--- config.mk ---
export PLATFORM = sky130hd
export DESIGN_NAME = bsc_cell
export DESIGN_NICKNAME = d
export VERILOG_FILES = /design/src/hw/rtl/bsc_pkg.sv /design/src/hw/rtl/bsc_cell.sv
export SDC_FILE = /design/constraint.sdc
export NUM_CORES = 1
export LEC_CHECK = 0
export BUFFER_PORTS_ARGS = -buffer_cell sky130_fd_sc_hd__clkbuf_2
export CAP_MARGIN = 25
export CORE_AREA = 2 2 210 212
export DETAILED_ROUTE_END_ITERATION = 7
export DIE_AREA = 0 0 212 214
export HOLD_SLACK_MARGIN = 0.02
export PLACE_DENSITY = 0.62
export SYNTH_ARGS = -nofsm -noshare
export SYNTH_HDL_FRONTEND = slang
export SYNTH_SLANG_ARGS = --single-unit
--- constraint.sdc ---
create_clock -name clock -period 1.8 [get_ports clock]
set_input_delay 0.09 -clock clock [delete_from_list [all_inputs] [get_ports clock]]
set_output_delay 0.09 -clock clock [all_outputs]
set_load 0.02 [all_outputs]
--- src/hw/rtl/bsc_pkg.sv ---
`timescale 1ns / 1ps
// ----------------------------------------------------------------------------
// Banker's safety check package
// Sizes, row types and control structs shared by the ring cells and the top.
// ----------------------------------------------------------------------------
package bsc_pkg;

   localparam int MAX_PROCESSES = 16;
   localparam int MAX_RESOURCES = 8;
   localparam int COUNT_BITS    = 16;
   localparam int WORK_BITS     = COUNT_BITS + 5;
   localparam int PROC_BITS     = $clog2(MAX_PROCESSES);
   localparam int RES_BITS      = (MAX_RESOURCES > 1) ? $clog2(MAX_RESOURCES) : 1;
   localparam int CMP_BITS      = 8;

   localparam logic [1:0] MODE_LOAD_AVAIL = 2'd0;
   localparam logic [1:0] MODE_LOAD_NEED  = 2'd1;
   localparam logic [1:0] MODE_LOAD_ALLOC = 2'd2;
   localparam logic [1:0] MODE_RUN        = 2'd3;

   localparam logic [3:0] CSR_PROCESS_COUNT  = 4'd0;
   localparam logic [3:0] CSR_RESOURCE_COUNT = 4'd1;

   typedef logic [MAX_RESOURCES-1:0][COUNT_BITS-1:0] row_type;

   typedef struct packed {
      logic shift;
      logic clear_fin;
      logic we_need;
      logic we_alloc;
   } cell_ctrl_type;

endpackage

--- src/hw/rtl/bsc_cell.sv ---
`timescale 1ns / 1ps
// ----------------------------------------------------------------------------
// Banker's safety check ring cell
// Holds the need row, allocation row and finish mark of one process and
// passes them to its neighbour when the ring rotates.
// ----------------------------------------------------------------------------
module bsc_cell (
   input  logic                         clock,
   input  logic                         reset,
   input  bsc_pkg::cell_ctrl_type       ctrl,
   input  logic [bsc_pkg::RES_BITS-1:0] load_res,
   input  logic [bsc_pkg::COUNT_BITS-1:0] load_value,
   input  bsc_pkg::row_type             in_need,
   input  bsc_pkg::row_type             in_alloc,
   input  logic                         in_fin,
   output bsc_pkg::row_type             need,
   output bsc_pkg::row_type             alloc,
   output logic                         fin
);

   bsc_pkg::row_type need_ff;
   bsc_pkg::row_type alloc_ff;
   logic             fin_ff;
   logic             fin_in;

   always_comb begin
      fin_in = fin_ff;
      if (ctrl.clear_fin) begin
         fin_in = 1'b0;
      end else if (ctrl.shift) begin
         fin_in = in_fin;
      end
   end

   always_ff @(posedge clock) begin
      if (reset) begin
         fin_ff <= 1'b0;
      end else begin
         fin_ff <= fin_in;
      end
   end

   always_ff @(posedge clock) begin
      if (reset) begin
         need_ff  <= '0;
         alloc_ff <= '0;
      end else if (ctrl.shift) begin
         need_ff  <= in_need;
         alloc_ff <= in_alloc;
      end else begin
         if (ctrl.we_need) begin
            need_ff[load_res] <= load_value;
         end
         if (ctrl.we_alloc) begin
            alloc_ff[load_res] <= load_value;
         end
      end
   end

   assign need  = need_ff;
   assign alloc = alloc_ff;
   assign fin   = fin_ff;

endmodule

Yosys cells after proc, flatten, opt, wreduce, memory -nomap -nowiden
Cells that the tools add are included.
Widths: inputs -> output; s select.
Word-level totals
  flip-flop bits (word level): 257
  bits of input ports: 282
  output and inout port bits: 257
  word-level logic and storage cells: 31
Cells by class
  order comparisons: 2
  multiplexer cells: 8
  reduce and logical (&&, ||, !) cells: 4
Operators with widths (count)
  $mux 128: 4
  $bwmux 128: 2
  $demux 16 s3: 1
  $mux 16: 1
  $lt 3x4->1 const B: 1
  $reduce_bool 2->1: 2
  $ge 3x1->1 const B: 1
  $reduce_or 2->1: 1
  $logic_and 1x1->1: 1

Logic depth before layout (Yosys ltp)
Gate-level depths: netlist of the first run.
  depth in word-level cells: 7
  depth in mapped cells: 8
  depth with buffers taken out: 3

Worst setup path after synthesis of the first run
No wires, ideal clock.
  kind: input -> register
  start: input load_res[2] (netlist bit)
  end: register need_ff, in the netlist need[10]
  setup time: 133 ps
  arrival time: 1263 ps
  data required time: 1667 ps
  setup slack: 404 ps
  cell stages on the path: 7
  buffers on the path: 4
  path through: buf_6 buf_6 nor4b_4 or2_2 buf_2 buf_4 a311oi_1
Between the ends
  cells in the longest elaborated chain, start to end: 7
  elaborated cells between the ends (all ways): 8
  those cells by class: order compare (2); mux (5); reduce/logical (1)
Ends and longest elaborated chain
  from (decl): RTL line bsc_cell.sv:11  | input logic [bsc_pkg::RES_BITS-1:0] load_res,
  $lt 3x4->1 (implied by the code) / $ge 3x1->1 (equally long branches): RTL line bsc_cell.sv:52  | need_ff[load_res] <= load_value;
  $logic_and 1x1->1 (implied by the code): RTL line bsc_cell.sv:52
  $mux 16 (implied by the code): RTL line bsc_cell.sv:52
  $demux 16 s3 (*): RTL line bsc_cell.sv:52
  $bwmux 128 (*): RTL line bsc_cell.sv:52
  $mux 128 (*): RTL line bsc_cell.sv:51  | if (ctrl.we_need) begin
  $mux 128 (*): RTL line bsc_cell.sv:47  | end else if (ctrl.shift) begin
  to (signal assigned): RTL line bsc_cell.sv:48  | need_ff <= in_need;
  to (signal, indexed assignment): RTL line bsc_cell.sv:52
  to (decl): RTL line bsc_cell.sv:21  | bsc_pkg::row_type need_ff;
Mark *: on every way between the ends. The rest lies on a longest branch, timed or not. The select of a mux whose other input is x is not followed.
A chain may end at the register's enable or synchronous reset.

Worst setup path after layout of the first run
  start: input in_need[111] (netlist bit)
  end: register need_ff, in the netlist need[111]
Between the ends
  cells in the longest elaborated chain, start to end: 1
Ends and longest elaborated chain
  from (decl): RTL line bsc_cell.sv:13  | input bsc_pkg::row_type in_need,
  $mux 128: RTL line bsc_cell.sv:47
No other way between the ends.

==> results of run 1 <==
## registers in the layout, summed over array words and instances, names as in the netlist
register / count
alloc: 128
fin: 1
need: 128
## layout make-up
| cell class | instances | area share |
|---|---|---|
| well taps | 585 | 0.0383 |
| flip-flops and latches | 257 | 0.269 |
| diodes | 1 | 0.000131 |
| repair buffers | 912 | 0.335 |
| clock buffers | 46 | 0.0475 |
| multi-input cells | 932 | 0.306 |
| clock inverters | 8 | 0.00386 |
## per-layer routing
metal / GRT usage / wire, um / up-vias
met3: 0.0463 / 5230 / 207
met1: 0.304 / 23200 / 6994
met4: 0.154 / 3750 / 2
met5: 0 / 13 / -
li1: - / - / 6657
met2: 0.416 / 27800 / 995
## repair_timing
item,4_1_cts,5_1_grt
hold buffers,297,0
endpoints found under the hold margin,257,0
buffers inserted,0,0
## per-stage QoR
step                utilization  setup WS (ns)  hold slack (ns)  std cells
floorplan                     -          0.404            0.169       1375
global placement          0.354          0.205            0.257       2389
detailed placement        0.354          0.146            0.266       2389
CTS                       0.446          0.167           0.0445       2740
global route              0.446         0.0618           0.0598       2741
finish                    0.446          0.145           0.0473       2741
## worst min-delay path: cells and delay by family
kind | cells | cell delay (ns)
AOI/OAI and AO/OA | 1 | 0.10
buffers and inverters | 1 | 0.21
and+or+nand+nor | 1 | 0.17
## final timing paths
| kind | from | to | slack, ns | cells after the start |
|---|---|---|---|---|
| max reg2reg | alloc[98] | alloc[98] | 0.44 | 3 |
| max | in_need[111] | need[111] | 0.15 | 6 |
| min | load_value[8] | alloc[104] | 0.05 | 3 |
| min reg2reg | need[123] | need[123] | 0.49 | 2 |
## cell families after synthesis
logic type / after synthesis / share of synthesized area
compound gates: 260 / 0.221
flops: 257 / 0.428
mux: 1 / 0.000833
simple gates: 671 / 0.262
buf+inv: 186 / 0.0871
## placed cells by master, fill, tap and decap left out, types with 2 or more instances in the layout
cell and n:
a221oi_1 24, a311oi_1 171, a311oi_2 61, a41o_1 2
a41oi_1 2, and4b_1 7, and4bb_1 2, and4bb_2 5
buf_12 12, buf_4 65, buf_8 2, clkbuf_1 5
clkbuf_16 29, clkbuf_2 536, clkbuf_8 12, clkinv_2 4
clkinvlp_4 2, dfxtp_1 257, dlygate4sd3_1 297, nand2_1 316
nand3_1 32, nor2_1 33, nor2b_1 3, nor3_1 249
nor4b_4 5, nor4bb_4 2, or2_1 11, or2_2 3
## power by group through the flow
stage / sequential [uW] / combinational (uW) / clock, uW
6_report: 6370 / 3640 / 6090
5_1_grt: 6400 / 3880 / 6380
4_1_cts: 6360 / 3600 / 6140
3_5_place_dp: 6480 / 3070 / 0
3_3_place_gp: 6480 / 3040 / 0
2_1_floorplan: 6920 / 1320 / 0
==> reports/metrics.yaml, run 1 <==
place:
  gp_congestion: 0.894
  portBuffers: 538
  placedInstanceArea_mm2: 0.0152
  dp_hpwl_mm: 39.6
clock_tree:
  cts.sinks: 257
  htreeDepth: 1
  cts_tree: "done"
  cts_made_buffers: 29
  ctsResizeCount: 0
  clock_latency_ns: 0.57
  cts-root-buf: "clkbuf_16"
  clk_pin_slew_ns: 0.06
  cts_buffer_depth: 3
drt:
  wl_per_cell_um: 21.9
  drc: 0
  avgViaCountPerCell: 5.42
  dr.pass1.iters: 5
  ant_nets: 0
  drt_iter0_drc: 1512
  vias: 14855
  totalWireLength_mm: 60.0
grt:
  overflow: 0
  grt_start_max_net_pins: 98
  gr-usage-all-layers: 0.252
  grt_first_pass_wirelength_mm: 88.2
  grt_pass1_vias: 14728
  antenna_found_initial: 2
final_layout:
  fin_nets: 2414
  design_area_mm2: 0.0191
  num-fill-cells: 3997
  multiInputGateArea_mm2: 0.00585
  regArea_mm2: 0.00514
  area_growth_syn_to_layout_pct: 59.2
  drive_gt1_frac: 0.344
logic_synthesis:
  synth_area_leaders: "dfxtp_1 (43%), a311oi_1 (12%), nor3_1 (10%)"
  yosysWarnings: 0
  synth_commonest_cells: "nand2_1 (316), dfxtp_1 (257), nor3_1 (249)"
  yosys.area.top_type: "dfxtp_1"
  ys_seq_area_frac: 0.428
  synth-seq-cells: 257
  synthCells: 1375
  synth_edf_count: 0
  synth_nets: 1657
  synth_area_mm2: 0.0120
  post-synth-top-count-cell: "nand2_1"
  yosys_most_used_dff: "dfxtp_1"
  syn_area_per_cell_um2: 8.74
  async_flop_share: 0
  synth_top_area_share: 0.428
  synthDistinctLibCells: 28
sta:
  fmax_mhz: 604
  slew_viol_final: 0
  skew_ns: 0
  finalSetupViolCount: 0
  grt_setup_unrepaired: "false"
  worst_pin_slew_ns: 0.741
  max_slew_margin: 0.506
  min_period_over_period: 0.919
  setup-tns-final_ns: 0
  min_period_ns: 1.65
  finalHoldViolCount: 0
floorplanning:
  rows: 76
  start_util: 0.280
  die_width_um: 212
  ios: 539
  core_area_mm2: 0.0429
  die_area_mm2: 0.0454
  die_y_um: 214
setup_path:
  crit_fanout: 1
  cp_slowest_stage_delay_ns: 0.58
  cp-end-kind: "flip-flop"
  critPathBufInv: 4
  cp_slowest_cell: "dlygate4sd3_1"
  crit_type: "in -> reg"
  crit_top_cell: "dlygate4sd3_1"
  cp-start-kind: "primary input"
  arrival_ns: 2.17
  path_delay_family: "buffers and inverters"
  path_cells: "dlygate4sd3_1 > clkbuf_2 > nand2_1 > dlygate4sd3_1 > a311oi_1 > dlygate4sd3_1"
  crit_required_ns: 2.31
pwr:
  ir_drop_uv: 609
  power_density_mw_per_mm2: 842
  p_switching_uw: 4860
  p_sw_frac: 0.302
  clkPwrFrac: 0.378
  post-layout-total-power_uw: 16100
  p_comb_frac: 0.226
  sequentialPowerShare: 0.396
  internal_power_uw: 11200
  leakagePower_uw: 0.00816
run:
  drv_cap: 0
run_status:
  status: "complete, no violations"
min_path:
  hold_class: "in -> reg"
No activity file was read; power rests on OpenSTA's default activity.
==> run 2, diff against run 1 <==
- CELL_PAD_IN_SITES_DETAIL_PLACEMENT: unset -> 2
- CELL_PAD_IN_SITES_GLOBAL_PLACEMENT: unset -> 2
- CORE_AREA: 2 2 210 212 -> unset
- CORE_ASPECT_RATIO: unset -> 0.5
- CORE_UTILIZATION: unset -> 26
- DIE_AREA: 0 0 212 214 -> unset
- PLACE_DENSITY: 0.62 -> 0.89
==> reports/metrics.yaml, run 2 (synthesis results as in run 1) <==
setup_path:
  crit_fanout: 20  # +19
  path_delay_family: "buffers and inverters"
  endpoint: "need[117]"
  critPathBufInv: 3  # -1
  crit_type: "in -> reg"
  r2r_end: "need[29]"
  worstReg2RegStart: "need[29]"
  cp-end-kind: "flip-flop"
  crit_required_ns: 2.20  # -0.11 ns
  cp-start-kind: "primary input"
  crit_top_cell: "buf_4"
  cp-startpoint: "load_res[1]"
  rr_worst_depth: 2  # -1
  cp_slowest_cell: "nor3_1"
  worstSetupPathDepth: 6  # unchanged
  path_cells: "clkbuf_2 > buf_4 > a41o_1 > buf_4 > nor2_1 > nor3_1"
  cp_slowest_stage_delay_ns: 0.81  # +0.23 ns
  ff2ff_setup_slack_ns: 0.21  # -0.23 ns
  arrival_ns: 2.34  # +0.17 ns
min_path:
  worstHoldPathCells: 2  # -1
  hold_class: "in -> reg"
clock_tree:
  cts-root-buf: "clkbuf_16"
  cts_made_buffers: 28  # -3.4%
  cts_buffer_depth: 3  # unchanged
  htreeDepth: 1  # unchanged
  clk_pin_slew_ns: 0.08  # +0.02 ns
  postCtsSetupRepairBufs: 0  # unchanged
  cts_hold_buf: 262  # -12%
  cts.sinks: 257  # unchanged
  cts_tree: "done"
  clock_latency_ns: 0.58  # about the same
  ctsResizeCount: 0  # unchanged
floorplanning:
  start_util: 0.265  # -0.0156
  core_area_mm2: 0.0454  # +5.9%
  die_width_um: 306  # +44%
  rows: 55  # -28%
  die_area_mm2: 0.0471  # +3.9%
  ios: 539  # unchanged
  die_y_um: 154  # -28%
grt:
  grt_first_pass_wirelength_mm: 132  # +50%
  grt_pass1_vias: 18444  # +25%
  overflow: 0  # unchanged
  antenna_found_initial: 26  # +24
  grt_start_max_net_pins: 74  # -24%
  gr-usage-all-layers: 0.379  # +0.127
sta:
  finalHoldViolCount: 1  # +1
  min_period_ns: 1.94  # +0.290 ns
  fmax_mhz: 514  # -15%
  skew_ns: 0  # unchanged
  finalSetupViolCount: 2  # +2
  slew_viol_final: 0  # unchanged
  hold_ws_ns: -0.00106  # -0.0484 ns
  min_period_over_period: 1.08  # +0.161
  worst_pin_slew_ns: 1.07  # +0.333 ns
  fin_ws_ns: -0.144  # -0.290 ns
  max_slew_margin: 0.280  # -0.227
final_layout:
  final_common_cell: "clkbuf_2"
  drive_gt1_frac: 0.350  # +0.00554
  multiInputGateArea_mm2: 0.00584  # -0.30%
  num-fill-cells: 4922  # +23%
  mostFrequentLayoutCells: "clkbuf_2 (536), nand2_1 (316), dlygate4sd3_1 (262)"
  fin_nets: 2379  # -1.4%
  regArea_mm2: 0.00514  # unchanged
  area_growth_syn_to_layout_pct: 56.8
place:
  portBuffers: 538  # unchanged
  dp_slack_ns: 0.0678  # -0.0783 ns
  dp_hpwl_mm: 50.9  # +29%
  gp_congestion: 0.906  # +1.3%
pwr:
  p_sw_frac: 0.359  # +0.0565
  p_comb_frac: 0.241  # +0.015
  power_density_mw_per_mm2: 929  # +10%
  internal_power_uw: 11200  # -0.11%
  post-layout-total-power_uw: 17500  # +8.7%
  sequentialPowerShare: 0.372  # -0.024
  ir_drop_uv: 548  # -9.9%
  p_switching_uw: 6280  # +29%
  leakagePower_uw: 0.00792  # -2.9%
  clkPwrFrac: 0.387  # +0.009
drt:
  dr.pass1.iters: 6  # +1
  wl_per_cell_um: 37.5  # +72%
  avgViaCountPerCell: 6.31  # +16%
  totalWireLength_mm: 103  # +72%
  drt_iter0_drc: 2154  # +42%
  ant_nets: 0  # unchanged
  drc: 0  # unchanged
  vias: 17329  # +17%
run:
  drv_cap: 0  # unchanged
run_status:
  failed_checks: "negative hold slack, negative setup slack"
  status: "complete, but fails checks"
## run 2: layout make-up
cell class | instances | area share
timing repair buffer | 878 | 0.322
antenna | 30 | 0.00398
tap | 598 | 0.0397
clock buffer | 43 | 0.0466
clock inverter | 8 | 0.00518
multi-input combinational | 932 | 0.310
sequential | 257 | 0.273
## run 2: power by group through the flow
stage	combinational [uW]	sequential (uW)	clock [uW]
after floorplan	1320	6920	0
after global placement	3050	6480	0
after detailed placement	3170	6510	0
after CTS	3700	6390	6300
after global routing	4270	6510	6900
final	4210	6510	6780
## run 2: worst min path at each step
| stage | startpoint | endpoint | slack, ns |
|---|---|---|---|
| global route | reset | alloc[29] | 0.02 |
| global placement | ctrl[2] | fin | 0.26 |
| finish | reset | need[116] | -0.001 |
| detailed placement | ctrl[2] | fin | 0.26 |
| floorplan | ctrl[2] | fin | 0.17 |
| CTS | reset | need[118] | 0.02 |
## run 2: per-stage QoR
step	TNS (ns)	utilization	instances	instance area (um2)
6_report	-0.253	0.415	2746	18800
3_5_place_dp	0	0.334	2403	15200
4_1_cts	0	0.413	2716	18800
5_1_grt	-0.121	0.415	2745	18800
2_1_floorplan	0	-	1375	12000
3_3_place_gp	0	0.334	2403	15200
## run 2: worst reg2reg max path: stages, from the launching register on
cell and delay (ns):
dfxtp_1 0.42, nor3_1 0.09, a311oi_1 0.88
## run 2: routing by layer
metal | share of wire | GRT usage | up-vias
li1 | - | - | 6601
met1 | 0.34 | 0.384 | 8452
met2 | 0.46 | 0.637 | 1540
met3 | 0.090 | 0.0943 | 728
met4 | 0.11 | 0.380 | 8
met5 | 0.00049 | 0 | -
==> run 3, diff against run 2 <==
- RECOVER_POWER: unset -> 25
- SETUP_SLACK_MARGIN: unset -> 0.2
==> reports/metrics.yaml, run 3 (synthesis results as in run 1) <==
final_layout:
  fin_nets: 2379  # unchanged
  final_common_cell: "clkbuf_2"
  fin_util: 0.408  # -0.00672
  area_growth_syn_to_layout_pct: 54.3
  final_cells: 2748  # +0.073%
  drive_gt1_frac: 0.324  # -0.0255
  mostFrequentLayoutCells: "clkbuf_2 (535), nand2_1 (316), dlygate4sd3_1 (262)"
floorplanning:
  start_util: 0.265  # unchanged
  rows: 55  # unchanged
  die_width_um: 306  # unchanged
  die_area_mm2: 0.0471  # unchanged
  ios: 539  # unchanged
  die_y_um: 154  # unchanged
  core_area_mm2: 0.0454  # unchanged
run:
  drv_cap: 1  # +1
setup_path:
  crit_required_ns: 2.13  # -0.07 ns
  cp_slowest_stage_delay_ns: 1.37  # +0.56 ns
  arrival_ns: 2.84  # +0.50 ns
  crit_type: "in -> reg"
  path_cells: "buf_8 > buf_12 > clkbuf_2 > nand2_1 > a311oi_1"
  crit_fanout: 70  # +250%
  cp-end-kind: "flip-flop"
  rr_worst_depth: 2  # unchanged
  cp_slowest_cell: "a311oi_1"
  cp-start-kind: "primary input"
sta:
  fin_ws_ns: -0.704  # -0.559 ns
  finalHoldViolCount: 0  # -1
  worst_pin_slew_ns: 1.66  # +0.592 ns
  slew_viol_final: 2  # +2
  min_period_ns: 2.50  # +0.559 ns
  fmax_mhz: 399  # -22%
  max_slew_margin: -0.117  # -0.397
  finalSetupViolCount: 2  # unchanged
  min_period_over_period: 1.39  # +0.311
  hold_ws_ns: 0.0181  # +0.0192 ns
  skew_ns: 0  # unchanged
clock_tree:
  cts.sinks: 257  # unchanged
  ctsResizeCount: 0  # unchanged
  clock_latency_ns: 0.57  # about the same
  cts-root-buf: "clkbuf_16"
  cts_tree: "done"
  postCtsSetupRepairBufs: 0  # unchanged
  cts_buffer_depth: 3  # unchanged
  htreeDepth: 1  # unchanged
  cts_made_buffers: 28  # unchanged
  clk_pin_slew_ns: 0.09  # about the same
pwr:
  internal_power_uw: 11200  # -0.42%
  power_density_mw_per_mm2: 935  # +0.70%
  ir_drop_uv: 640  # +17%
  p_sw_frac: 0.355  # -0.00332
  sequentialPowerShare: 0.375  # +0.003
  p_switching_uw: 6160  # -1.9%
  clkPwrFrac: 0.388  # about the same
  leakagePower_uw: 0.00782  # -1.2%
  p_comb_frac: 0.237  # -0.004
min_path:
  hold_class: "in -> reg"
  worstHoldPathCells: 2  # unchanged
grt:
  gr-usage-all-layers: 0.379  # unchanged
  top_usage_layer: "met2"
  gr-usage-met3: 0.0943  # unchanged
  grt_start_max_net_pins: 74  # unchanged
  grt_first_pass_wirelength_mm: 132  # unchanged
  grt_pass1_vias: 18444  # unchanged
  overflow: 0  # unchanged
  antenna_found_initial: 26  # unchanged
  met1_usage: 0.384  # unchanged
  use_met2: 0.637  # unchanged
drt:
  wl_per_cell_um: 36.7  # -2.2%
  drc: 0  # unchanged
  drt_iter0_drc: 2115  # -1.8%
  vias: 17260  # -0.40%
  dr.pass1.iters: 6  # unchanged
  ant_nets: 0  # unchanged
  totalWireLength_mm: 101  # -2.1%
  avgViaCountPerCell: 6.28  # -0.47%
place:
  portBuffers: 538  # unchanged
  dp_hpwl_mm: 50.9  # unchanged
  dp_cells: 2403  # unchanged
  gp_congestion: 0.906  # unchanged
run_status:
  failed_checks: "max-capacitance violations, max-slew violations, negative setup slack"
  status: "complete, but fails checks"
run 3: cell types whose count changed in the layout (fill, tap and decap cells not counted), sizes merged:
| cell | delta |
|---|---|
| buf | -11 |
| clkbuf | +11 |
| diode | +2 |
run 3: cell type report:
type	count	area, um2
fillers	4968	26900
repair buffers	878	6000
multi-input cells	932	5580
flip-flops and latches	257	5140
clock buffers	43	878
well taps	598	748
clock inverters	8	97.6
diodes	32	80.1
run 3: per-stage QoR:
stage,TNS (ns),power [uW],setup WS (ns),instance area (um2)
2_1_floorplan,0,8250,0.404,12000
3_3_place_gp,0,9540,0.149,15200
3_5_place_dp,0,9680,0.0678,15200
4_1_cts,0,16400,0.457,18800
5_1_grt,-0.669,17600,-0.669,18500
6_report,-0.711,17300,-0.704,18500
run 3: path summary, 6_finish.rpt:
check,start,endpoint,slack [ns]
setup / recovery,ctrl[3],need[48],-0.70
hold / removal,reset,need[116],0.02
setup reg to reg,need[48],need[48],-0.23
hold reg to reg,need[121],need[121],0.54
run 3: worst max-delay path: cells and delay by family:
kind	cells	cell delay, ns
buffers and inverters	3	1.08
AND/OR/NAND/NOR	1	0.17
AO/OA/AOI/OAI	1	1.37
run 3: power by group through the flow:
stage | Sequential (uW) | Clock, uW | Combinational (uW)
floorplan | 6920 | 0 | 1320
global placement | 6480 | 0 | 3050
detailed placement | 6510 | 0 | 3170
CTS | 6390 | 6300 | 3700
global route | 6510 | 6880 | 4160
finish | 6510 | 6730 | 4100
run 3: per-layer routing:
metal  wire [um]  vias up
li1            -     6601
met1       33400     8444
met2       46400     1499
met3        9320      716
met4       11800        0
met5           0        -
run 3: what timing repair did:
item                                   CTS  global route
setup endpoints to repair                0             0
hold buffers                           262             0
endpoints found under the hold margin  257             0
